`config.mk`:
```
export PLATFORM = sky130hd
export DESIGN_NAME = ascii85_stream_decoder_unit_flat
export DESIGN_NICKNAME = d
export VERILOG_FILES = /design/src/rtl/a85_pkg.sv /design/src/rtl/a85_stream_if.sv /design/src/rtl/a85_decode.sv /design/src/rtl/a85_serial.sv /design/src/rtl/ascii85_stream_decoder_unit.sv /design/src/flat_wrapper.sv
export SDC_FILE = /design/constraint.sdc
export NUM_CORES = 1
export LEC_CHECK = 0
export CAP_MARGIN = 25
export CELL_PAD_IN_SITES_DETAIL_PLACEMENT = 2
export CELL_PAD_IN_SITES_GLOBAL_PLACEMENT = 2
export CORE_ASPECT_RATIO = 1.2
export CORE_UTILIZATION = 45
export DETAILED_ROUTE_END_ITERATION = 6
export DONT_BUFFER_PORTS = 1
export PLACE_DENSITY_LB_ADDON = 0.15
export SETUP_SLACK_MARGIN = 0.15
export SYNTH_ARGS = -nofsm -noshare
export SYNTH_HDL_FRONTEND = slang
export SYNTH_SLANG_ARGS = --single-unit
```
`constraint.sdc`:
```
create_clock -name clk -period 17.1 [get_ports clk]
set_clock_uncertainty 0.15 [all_clocks]
set_input_delay 5.13 -clock clk [delete_from_list [all_inputs] [get_ports clk]]
set_output_delay 5.13 -clock clk [all_outputs]
set_load 0.03 [all_outputs]
```
`src/rtl/a85_pkg.sv`:
```
// a85_pkg: shared types, character codes and tables for the ascii85 stream decoder
// no dependencies; used by a85_decode, a85_serial, the top level and the checker

package a85_pkg;

  // decoder phase within one string
  typedef enum logic [1:0] {
    PH_RUN = 2'd0,
    PH_END = 2'd1,
    PH_ERR = 2'd2
  } phase_t;

  // result kind codes as seen on the result channel
  typedef enum logic [1:0] {
    KIND_DATA = 2'd0,
    KIND_END  = 2'd1,
    KIND_ERR  = 2'd2
  } kind_t;

  // character codes
  localparam logic [7:0] CH_FIRST = 8'h21;  // '!'
  localparam logic [7:0] CH_LAST  = 8'h75;  // 'u'
  localparam logic [7:0] CH_ZERO  = 8'h7A;  // 'z'
  localparam logic [7:0] CH_TILDE = 8'h7E;  // '~'
  localparam logic [7:0] CH_GT    = 8'h3E;  // '>'
  localparam logic [7:0] CH_DEL   = 8'h7F;
  localparam logic [7:0] CH_NUL   = 8'h00;
  localparam logic [7:0] CH_BS    = 8'h08;
  localparam logic [7:0] CH_TAB   = 8'h09;
  localparam logic [7:0] CH_LF    = 8'h0A;
  localparam logic [7:0] CH_FF    = 8'h0C;
  localparam logic [7:0] CH_CR    = 8'h0D;
  localparam logic [7:0] CH_SPACE = 8'h20;

  // results of one decoded character: data bytes first, then an optional marker
  typedef struct packed {
    logic [3:0][7:0] bytes;     // bytes[3] goes out first
    logic [2:0]      data_cnt;  // 0 to 4 data bytes
    logic            tail;      // end or error marker follows the data
    kind_t           tail_kind;
  } a85_grp_t;

  // base-85 digit weight by position in the group
  function automatic logic [31:0] weight85(input logic [2:0] pos);
    logic [31:0] w;
    case (pos)
      3'd0:    w = 32'd52200625;
      3'd1:    w = 32'd614125;
      3'd2:    w = 32'd7225;
      3'd3:    w = 32'd85;
      default: w = 32'd1;
    endcase
    return w;
  endfunction

  // whitespace and control characters that are skipped
  function automatic logic is_ignored(input logic [7:0] c);
    logic r;
    case (c)
      CH_NUL, CH_BS, CH_TAB, CH_LF, CH_FF, CH_CR, CH_SPACE, CH_DEL: r = 1'b1;
      default: r = 1'b0;
    endcase
    return r;
  endfunction

endpackage

```
`src/rtl/a85_stream_if.sv`:
```
// a85_stream_if: valid/ready channel interfaces for characters and results
// depends on nothing; used by the decoder modules and the top level

interface a85_char_if;
  logic       valid;
  logic       ready;
  logic [7:0] in_char;
  logic       start_of_string;

  modport source (output valid, output in_char, output start_of_string, input ready);
  modport sink   (input valid, input in_char, input start_of_string, output ready);
endinterface

interface a85_result_if;
  logic       valid;
  logic       ready;
  logic [7:0] out_byte;
  logic [1:0] kind;
  logic       last;

  modport source (output valid, output out_byte, output kind, output last, input ready);
  modport sink   (input valid, input out_byte, input kind, input last, output ready);
endinterface

```
`src/rtl/a85_decode.sv`:
```
// a85_decode: input register, decoder state and single-pass character decode
// depends on a85_pkg and a85_char_if; feeds result groups to a85_serial

module a85_decode
  import a85_pkg::*;
(
  input  logic          clk,
  input  logic          rst,
  a85_char_if.sink      chars,
  input  logic          buf_free,
  output logic          grp_load,
  output a85_grp_t      grp
);

  // input register
  logic       in_v;
  logic [7:0] c_q;
  logic       sos_q;

  // decoder state
  logic [31:0] acc;
  logic [2:0]  cnt;
  logic        tp;
  phase_t      ph;

  logic [31:0] acc_e, acc_next, addend, prod, sum;
  logic [2:0]  cnt_e, cnt_next, pos;
  logic        tp_e, tp_next;
  phase_t      ph_e, ph_next;
  logic [6:0]  digit;
  logic        has_res, fire;

  // state as seen by this character, after an optional restart
  always_comb begin
    acc_e = sos_q ? 32'd0 : acc;
    cnt_e = sos_q ? 3'd0 : cnt;
    tp_e  = sos_q ? 1'b0 : tp;
    ph_e  = sos_q ? PH_RUN : ph;
  end

  // shared adder: digit product, or the flush unit at the last position
  always_comb begin
    pos    = (cnt_e > 3'd4) ? 3'd4 : cnt_e;
    digit  = c_q[6:0] - CH_FIRST[6:0];
    prod   = {25'd0, digit} * weight85(pos);
    addend = tp_e ? weight85(3'(cnt_e - 3'd1)) : prod;
    sum    = acc_e + addend;
  end

  // decode one character
  always_comb begin
    acc_next      = acc_e;
    cnt_next      = cnt_e;
    tp_next       = tp_e;
    ph_next       = ph_e;
    grp.bytes     = '0;
    grp.data_cnt  = 3'd0;
    grp.tail      = 1'b0;
    grp.tail_kind = KIND_DATA;
    if (ph_e == PH_RUN) begin
      if (tp_e) begin
        tp_next = 1'b0;
        if (c_q == CH_GT) begin
          if (cnt_e != 3'd0) begin
            grp.bytes    = sum;
            grp.data_cnt = 3'(cnt_e - 3'd1);
          end
          acc_next      = 32'd0;
          cnt_next      = 3'd0;
          ph_next       = PH_END;
          grp.tail      = 1'b1;
          grp.tail_kind = KIND_END;
        end
      end else if (c_q == CH_ZERO) begin
        if (cnt_e != 3'd0) begin
          ph_next       = PH_ERR;
          grp.tail      = 1'b1;
          grp.tail_kind = KIND_ERR;
        end else begin
          grp.data_cnt = 3'd4;
        end
      end else if (c_q == CH_TILDE) begin
        tp_next = 1'b1;
      end else if (is_ignored(c_q)) begin
        tp_next = 1'b0;
      end else if (c_q inside {[CH_FIRST:CH_LAST]}) begin
        if (pos == 3'd4) begin
          grp.bytes    = sum;
          grp.data_cnt = 3'd4;
          acc_next     = 32'd0;
          cnt_next     = 3'd0;
        end else begin
          acc_next = sum;
          cnt_next = pos + 3'd1;
        end
      end else begin
        ph_next       = PH_ERR;
        grp.tail      = 1'b1;
        grp.tail_kind = KIND_ERR;
      end
    end
  end

  // handshake: a character with no results never waits for the buffer
  assign has_res     = (grp.data_cnt != 3'd0) || grp.tail;
  assign fire        = in_v && (buf_free || !has_res);
  assign grp_load    = fire && has_res;
  assign chars.ready = !in_v || fire;

  // input register
  always_ff @(posedge clk) begin
    if (rst) begin
      in_v <= 1'b0;
    end else if (chars.ready) begin
      in_v <= chars.valid;
    end
  end

  always_ff @(posedge clk) begin
    if (chars.ready && chars.valid) begin
      c_q   <= chars.in_char;
      sos_q <= chars.start_of_string;
    end
  end

  // decoder state update
  always_ff @(posedge clk) begin
    if (rst) begin
      acc <= 32'd0;
      cnt <= 3'd0;
      tp  <= 1'b0;
      ph  <= PH_RUN;
    end else if (fire) begin
      acc <= acc_next;
      cnt <= cnt_next;
      tp  <= tp_next;
      ph  <= ph_next;
    end
  end

endmodule

```
`src/rtl/a85_serial.sv`:
```
// a85_serial: result register that sends a decoded group one result per cycle while the receiver is ready
// depends on a85_pkg and a85_result_if; loaded by a85_decode

module a85_serial
  import a85_pkg::*;
(
  input  logic          clk,
  input  logic          rst,
  input  logic          grp_load,
  input  a85_grp_t      grp,
  output logic          buf_free,
  a85_result_if.source  results
);

  logic       busy;
  logic [1:0] idx;
  a85_grp_t   g;
  logic [2:0] total;
  logic       is_last, is_data, fire;

  // position within the group
  always_comb begin
    total   = g.data_cnt + {2'd0, g.tail};
    is_last = ({1'b0, idx} == 3'(total - 3'd1));
    is_data = ({1'b0, idx} < g.data_cnt);
    fire    = busy && results.ready;
  end

  // result channel
  assign results.valid    = busy;
  assign results.out_byte = is_data ? g.bytes[2'(2'd3 - idx)] : 8'd0;
  assign results.kind     = is_data ? KIND_DATA : g.tail_kind;
  assign results.last     = is_last;
  assign buf_free         = !busy || (results.ready && is_last);

  // occupancy and index
  always_ff @(posedge clk) begin
    if (rst) begin
      busy <= 1'b0;
      idx  <= 2'd0;
    end else if (grp_load) begin
      busy <= 1'b1;
      idx  <= 2'd0;
    end else if (fire) begin
      if (is_last) begin
        busy <= 1'b0;
      end else begin
        idx <= idx + 2'd1;
      end
    end
  end

  // group payload
  always_ff @(posedge clk) begin
    if (grp_load) begin
      g <= grp;
    end
  end

endmodule

```
`src/rtl/ascii85_stream_decoder_unit.sv`:
```
// ascii85_stream_decoder_unit: top level of the streaming ascii85 decoder
// depends on a85_pkg, a85_stream_if, a85_decode and a85_serial
//
// Usage: one character enters per transaction on the chars channel; set
// start_of_string on the first character of a string to clear the decoder.
// The results channel carries decoded bytes (kind 0), the end marker after
// "~>" (kind 1) or a decode error (kind 2); last marks the final result that
// a character causes. After an end marker or error nothing more is produced
// until the next start_of_string.
// The first result of a character passes the input register, then the result
// register, before it can be taken on the results channel.
// Throughput: one character per cycle when it yields at most one result and
// the receiver does not stall; a completed group or 'z' yields four results,
// which the one-byte result register sends one at a time.
// The next character is decoded in the cycle the last result is taken.
// Reset clears the input register, the accumulator, digit count, pending
// tilde and phase, and drops any result not yet sent. While the receiver
// stalls the result is held; characters with no results still pass; the
// first with results waits in the input register while chars.ready is low.

module ascii85_stream_decoder_unit
  import a85_pkg::*;
(
  input  logic         clk,
  input  logic         rst,
  a85_char_if.sink     chars,
  a85_result_if.source results
);

  logic     buf_free;
  logic     grp_load;
  a85_grp_t grp;

  // character decode
  a85_decode u_decode (
    .clk      (clk),
    .rst      (rst),
    .chars    (chars),
    .buf_free (buf_free),
    .grp_load (grp_load),
    .grp      (grp)
  );

  // result serialiser
  a85_serial u_serial (
    .clk      (clk),
    .rst      (rst),
    .grp_load (grp_load),
    .grp      (grp),
    .buf_free (buf_free),
    .results  (results)
  );

endmodule

```
`src/flat_wrapper.sv`:
```
// flat-port wrapper written by rule: the top's interface ports become plain ports
module ascii85_stream_decoder_unit_flat import a85_pkg::*;
  (clk, rst, chars_valid, chars_in_char, chars_start_of_string, chars_ready, results_valid, results_out_byte, results_kind, results_last, results_ready);
  a85_char_if chars_i ();
  a85_result_if results_i ();
  input  logic clk;
  input  logic rst;
  input wire logic [$bits(chars_i.valid)-1:0] chars_valid;
  input wire logic [$bits(chars_i.in_char)-1:0] chars_in_char;
  input wire logic [$bits(chars_i.start_of_string)-1:0] chars_start_of_string;
  output wire logic [$bits(chars_i.ready)-1:0] chars_ready;
  output wire logic [$bits(results_i.valid)-1:0] results_valid;
  output wire logic [$bits(results_i.out_byte)-1:0] results_out_byte;
  output wire logic [$bits(results_i.kind)-1:0] results_kind;
  output wire logic [$bits(results_i.last)-1:0] results_last;
  input wire logic [$bits(results_i.ready)-1:0] results_ready;
  assign chars_i.valid = chars_valid;
  assign chars_i.in_char = chars_in_char;
  assign chars_i.start_of_string = chars_start_of_string;
  assign chars_ready = chars_i.ready;
  assign results_valid = results_i.valid;
  assign results_out_byte = results_i.out_byte;
  assign results_kind = results_i.kind;
  assign results_last = results_i.last;
  assign results_i.ready = results_ready;
  ascii85_stream_decoder_unit u_core (.clk(clk), .rst(rst), .chars(chars_i), .results(results_i));
endmodule
```
==> metrics.cfg, run 1 <==
[grt]
grt_pass1_vias = 10000
antenna_found_initial = 0
grt_overflow_total = 0
grtUsageTotal = 0.299
grt_pass1_wl_um = 55600
grt_max_degree = 45

[route]
wl_per_cell_um = 23.0
drt_iter0_markers = 391
met2_length_um = 18000
viasPerCell = 5.93
wl_met3_um = 768
vias = 8976
wl_um = 34700
dr.pass1.iters = 4
drc = 0
ant_nets = 0
wl_met1_um = 14700
top_layer_used = met4

[power]
peakVddDrop_uv = 73.8
powerDensity_nw_per_um2 = 157
swShare = 0.531
p_seq_frac = 0.142
combPwrFrac = 0.740
p_clk_frac = 0.118
internal_power_mw = 0.827
p_sw_mw = 0.937
finalPower_mw = 1.76
leakage_nw = 5.19

[critical_path]
critical-path-slowest-cell = o21ba_4
crit_path_max_incr_delay_ns = 0.62
path_cells = nand2_1 -> nand2_1 -> o21ba_4 -> nand2_1
cp_common_cell = nand2_1
cp-end-kind = output port
critPathLaunchType = input port
crit_type = input port to output port
crit_fanout = 30
cp_data_arrival_time_ns = 6.29
critPathRequiredTime_ns = 11.82

[synth]
synth_seq_area_share = 0.210
synth-edff-count = 47
ys_types = 81
synth_flop_cell = edfxtp_1
synth_warnings = 0
yosysTopAreaCell = ha_1
avgSynthCellArea_um2 = 8.78
synth.net_count = 1432
synth_top_area_frac = 0.152
syn_area_um2 = 10700
synthCells = 1220
synth_seq_cells = 89
synthTopCellsByArea = ha_1, edfxtp_1, fa_1
async_flop_share = 0

[clocking]
postCtsResizedCells = 0
cts_buffers = 9
htreeDepth = 3
clkTransAtPathRegs_ns = 0.07
cts_setup_buffers = 0
cts_sinks = 89
insertion_delay_ns = 0.36
clk_path_buf_depth = 2
tritoncts = yes
cts_hold_buf = 0
clockRootBuffer = clkbuf_16

[finish]
layout.cells.non_filler = 1513
fin_util = 0.483
final_common_cell = inv_1
final_nets = 1405
area_growth_pct = 4.93
mostFrequentLayoutCells = inv_1, ha_1, nor2_1, a21oi_1, nand2_1
n_antenna_cell = 0
layout-drive-gt1-share = 0.0534

[sta]
rsz0062_at_grt = no
finalCriticalPeriod_ns = 11.57
worst_pin_slew_ns = 1.07
fin_tns_setup_ns = 0
setup_viol = 0
max_slew_margin = 0.280
fin_ws_ns = 5.53
fmax_ghz = 0.0864
report.final.hold_viol_count = 0
period_share = 0.677
drv_slew = 0

[floorplan]
initial_utilization = 0.460
ios = 26
die_area_um2 = 24400
core_area_um2 = 23300
num_rows = 61
die_w_um = 143
die_height_um = 171

[placement]
dp.cells = 1497
portBuffers = 0
post-place-ws_ns = 5.55
gp_congestion = 0.903
hpwl_um = 28300

[flow_run]
cap_violations = 0

[run_status]
status = complete, no violations

[worst_hold_path]
holdCritPathClass = flip-flop to flip-flop

## metal layers
metal,global-route usage,vias up
li1,-,4220
met1,0.359,4571
met2,0.548,123
met3,0.0252,62
met4,0.116,0
met5,0,-
## final cells by class
cell class	count	area (um2)
Fill cell	2560	12000
Multi-Input combinational cell	938	7680
Sequential cell	89	2250
Inverter	147	552
Tap cell	315	394
Clock buffer	9	225
Clock inverter	7	81.3
Timing Repair Buffer	8	60.1
## Yosys cell counts, types with 4 or more instances
library cell,n
xor2_1,23
o211ai_1,4
o32ai_1,8
xnor2_1,37
nor2b_1,40
inv_1,147
a21o_1,24
o21bai_1,7
nor3_1,21
o21ai_1,5
a21oi_1,86
nand3_1,25
clkbuf_1,27
and2_1,8
a211oi_1,13
buf_6,6
edfxtp_1,47
nand2_1,77
fa_1,69
o21ai_0,53
o31ai_1,28
mux4_2,8
a211o_1,4
and3_1,8
o21a_1,7
nand4_1,11
buf_2,9
nor3b_1,7
or2_2,9
a31oi_1,8
nor2_1,107
nand2b_1,22
o211a_1,16
o31ai_2,7
dfxtp_1,42
ha_1,130
## path summary, 6_finish.rpt
kind                          start                endpoint  slack, ns  cells after the start
max                   results_ready             chars_ready       5.53                      4
min          u_core.u_decode.acc[5]  u_core.u_decode.acc[5]       0.31                      2
max reg2reg   u_core.u_decode.sos_q   u_core.u_serial.g[36]       6.57                     33
min reg2reg  u_core.u_decode.acc[5]  u_core.u_decode.acc[5]       0.31                      2
## per-stage QoR
stage                     instance area (um2)  hold slack (ns)
after global routing                    11200            0.331
after floorplan                         10700            0.289
after global placement                  10900            0.291
after CTS                               11200            0.314
final                                   11200            0.312
after detailed placement                10900            0.305
## state kept, by name (all words and copies together) (netlist names)
| register | cells |
|---|---|
| u_core.u_decode.cnt | 3 |
| u_core.u_decode.tp | 1 |
| u_core.u_decode.sos_q | 1 |
| u_core.u_serial.results.valid | 1 |
| u_core.u_decode.in_v | 1 |
| u_core.u_serial.g | 38 |
| u_core.u_decode.acc | 32 |
| u_core.u_serial.idx | 2 |
| u_core.u_decode.ph | 2 |
| u_core.u_decode.c_q | 8 |
## power groups by stage
| stage | Clock [mW] | Combinational, mW | Sequential, mW |
|---|---|---|---|
| global placement | 0 | 1.23 | 0.254 |
| floorplan | 0 | 0.937 | 0.249 |
| global route | 0.216 | 1.45 | 0.252 |
| CTS | 0.210 | 1.31 | 0.251 |
| finish | 0.207 | 1.31 | 0.251 |
| detailed placement | 0 | 1.29 | 0.256 |
## cells by family after synthesis
family,Yosys count,synth area share
and+or+nand+nor,356,0.165
AOI/OAI and AO/OA,313,0.202
adders and majority gates,199,0.281
buffers and inverters,193,0.0739
DFF,89,0.210
xor gates and xnor gates,60,0.0490
muxes,10,0.0187
## worst max-delay path, delay by kind of cell
| kind | cells | cell delay (ns) |
|---|---|---|
| AOI/OAI and AO/OA | 1 | 0.62 |
| and+or+nand+nor | 3 | 0.54 |
(Power assumes the default switching activity.)
==> run 2, diff against run 1 <==
CORE_UTILIZATION = 42   (was 45)
clock period = 11.4 ns   (was 17.1 ns; I/O delays follow)
==> metrics.cfg, run 2 (synthesis results as in run 1) <==
[run_status]
status = complete, no violations

[power]
leakage_nw = 5.18  ; about the same
powerDensity_nw_per_um2 = 232  ; +48%
peakVddDrop_uv = 118  ; +59%
finalPower_mw = 2.62  ; +48%

[grt]
grt_pass1_vias = 10100  ; +1.2%
grt_max_degree = 45  ; unchanged
grt_pass1_wl_um = 57300  ; +3.0%
antenna_found_initial = 0  ; unchanged
grt_overflow_total = 0  ; unchanged
grtUsageTotal = 0.287  ; -0.0117

[sta]
fin_tns_setup_ns = 0  ; unchanged
report.final.hold_viol_count = 0  ; unchanged
max_slew_margin = 0.339  ; +0.0598
finalCriticalPeriod_ns = 9.98
worst_hold_slack_ns = 0.310  ; -0.00245 ns
rsz0062_at_grt = no
fmax_ghz = 0.100
fin_ws_ns = 1.42  ; -4.11 ns
drv_slew = 0  ; unchanged
setup_viol = 0  ; unchanged
worst_pin_slew_ns = 0.978  ; -0.0939 ns
period_share = 0.875

[critical_path]
cp_data_arrival_time_ns = 9.91  ; +3.62 ns
critPathRequiredTime_ns = 11.33  ; -0.49 ns
critical-path-slowest-cell = o21ai_1
crit_fanout = 42  ; +40%
crit_type = flip-flop to flip-flop
critPathLaunchType = flip-flop
crit_path_max_incr_delay_ns = 0.61  ; about the same
cp-end-kind = flip-flop

[finish]
largestRegisters = u_core.u_serial.g: 38 flops, u_core.u_decode.acc: 32 flops, u_core.u_decode.c_q: 8 flops
fin_util = 0.452  ; -0.0309
largest-register = u_core.u_serial.g
largest_register_ffs = 38  ; unchanged
final_nets = 1406  ; +0.071%
area_growth_pct = 5.09
n_antenna_cell = 0  ; unchanged
postLayoutCellArea_um2 = 11300  ; +0.16%
layout-drive-gt1-share = 0.0534  ; about the same
final_common_cell = inv_1
mostFrequentLayoutCells = inv_1, ha_1, nor2_1, a21oi_1, nand2_1
layout.cells.non_filler = 1524  ; +0.73%

[route]
drc = 0  ; unchanged
dr.pass1.iters = 5  ; +1
wl_um = 35700  ; +2.7%
vias = 8948  ; -0.31%
drt_iter0_markers = 387  ; -1.0%
ant_nets = 0  ; unchanged
wl_per_cell_um = 23.4  ; +1.9%
viasPerCell = 5.87  ; -1.0%

[clocking]
htreeDepth = 3  ; unchanged
postCtsResizedCells = 0  ; unchanged
cts_setup_buffers = 0  ; unchanged
cts_buffers = 9  ; unchanged
insertion_delay_ns = 0.37  ; about the same
clockRootBuffer = clkbuf_16
cts_sinks = 89  ; unchanged
clk_path_buf_depth = 2  ; unchanged
tritoncts = yes
cts_hold_buf = 0  ; unchanged
clkTransAtPathRegs_ns = 0.07  ; about the same

[floorplan]
num_rows = 63  ; +3.3%
die_height_um = 177  ; +3.5%
die_w_um = 148  ; +3.5%
ios = 26  ; unchanged
core_area_um2 = 24900  ; +7.0%
die_area_um2 = 26200  ; +7.0%
initial_utilization = 0.430  ; -0.0301

[placement]
post-place-ws_ns = 1.53  ; -4.02 ns
gp_congestion = 0.884  ; -2.1%
placed_area_um2 = 11000  ; +0.18%
portBuffers = 0  ; unchanged
hpwl_um = 29100  ; +2.7%
dp.cells = 1507  ; +0.67%

[flow_run]
cap_violations = 0  ; unchanged

[worst_hold_path]
holdCritPathClass = flip-flop to flip-flop

[run 2: cell types whose count changed in the layout (fill, tap and decap cells not counted), moves of 2 or more]
cell,previous run,this run
clkinvlp_4,0,2
clkinv_4,2,0
inv_8,2,0
clkinv_8,2,0
[run 2: power by group]
part           internal [mW]  switching, mW
logic                  0.723           1.21
clock network          0.171          0.136
registers              0.360         0.0173
total                   1.25           1.36
[run 2: worst paths after layout]
| check | to | slack, ns | start | cells after the start |
|---|---|---|---|---|
| setup / recovery | u_core.u_serial.g[36] | 1.42 | u_core.u_decode.sos_q | 31 |
| setup reg to reg | u_core.u_serial.g[36] | 1.42 | u_core.u_decode.sos_q | 31 |
| hold reg to reg | u_core.u_decode.acc[24] | 0.31 | u_core.u_decode.acc[24] | 2 |
| hold / removal | u_core.u_decode.acc[24] | 0.31 | u_core.u_decode.acc[24] | 2 |
[run 2: area by class of cell]
type                    instances  area [um2]
fillers                      2790       13600
multi-input cells             938        7680
flip-flops and latches         89        2250
inverters                     147         552
well taps                     325         407
clock buffers                  10         229
repair buffers                  9        75.1
clock inverters                 6        67.6
[run 2: routing by layer]
metal	vias up	GRT usage	wire length, um
met3	43	0.0206	672
li1	4225	-	-
met4	0	0.0945	1010
met5	-	0	0
met1	4560	0.347	15300
met2	120	0.534	18700
[run 2: worst max-delay path, delay by kind of cell (launching register included)]
family | cells | cell delay [ns]
AND/OR/NAND/NOR | 8 | 1.80
flip-flops | 1 | 0.34
adder cells (fa/ha/maj) | 8 | 3.43
AO/OA/AOI/OAI | 10 | 3.02
buffers and inverters | 4 | 0.79
XOR/XNOR | 1 | 0.17
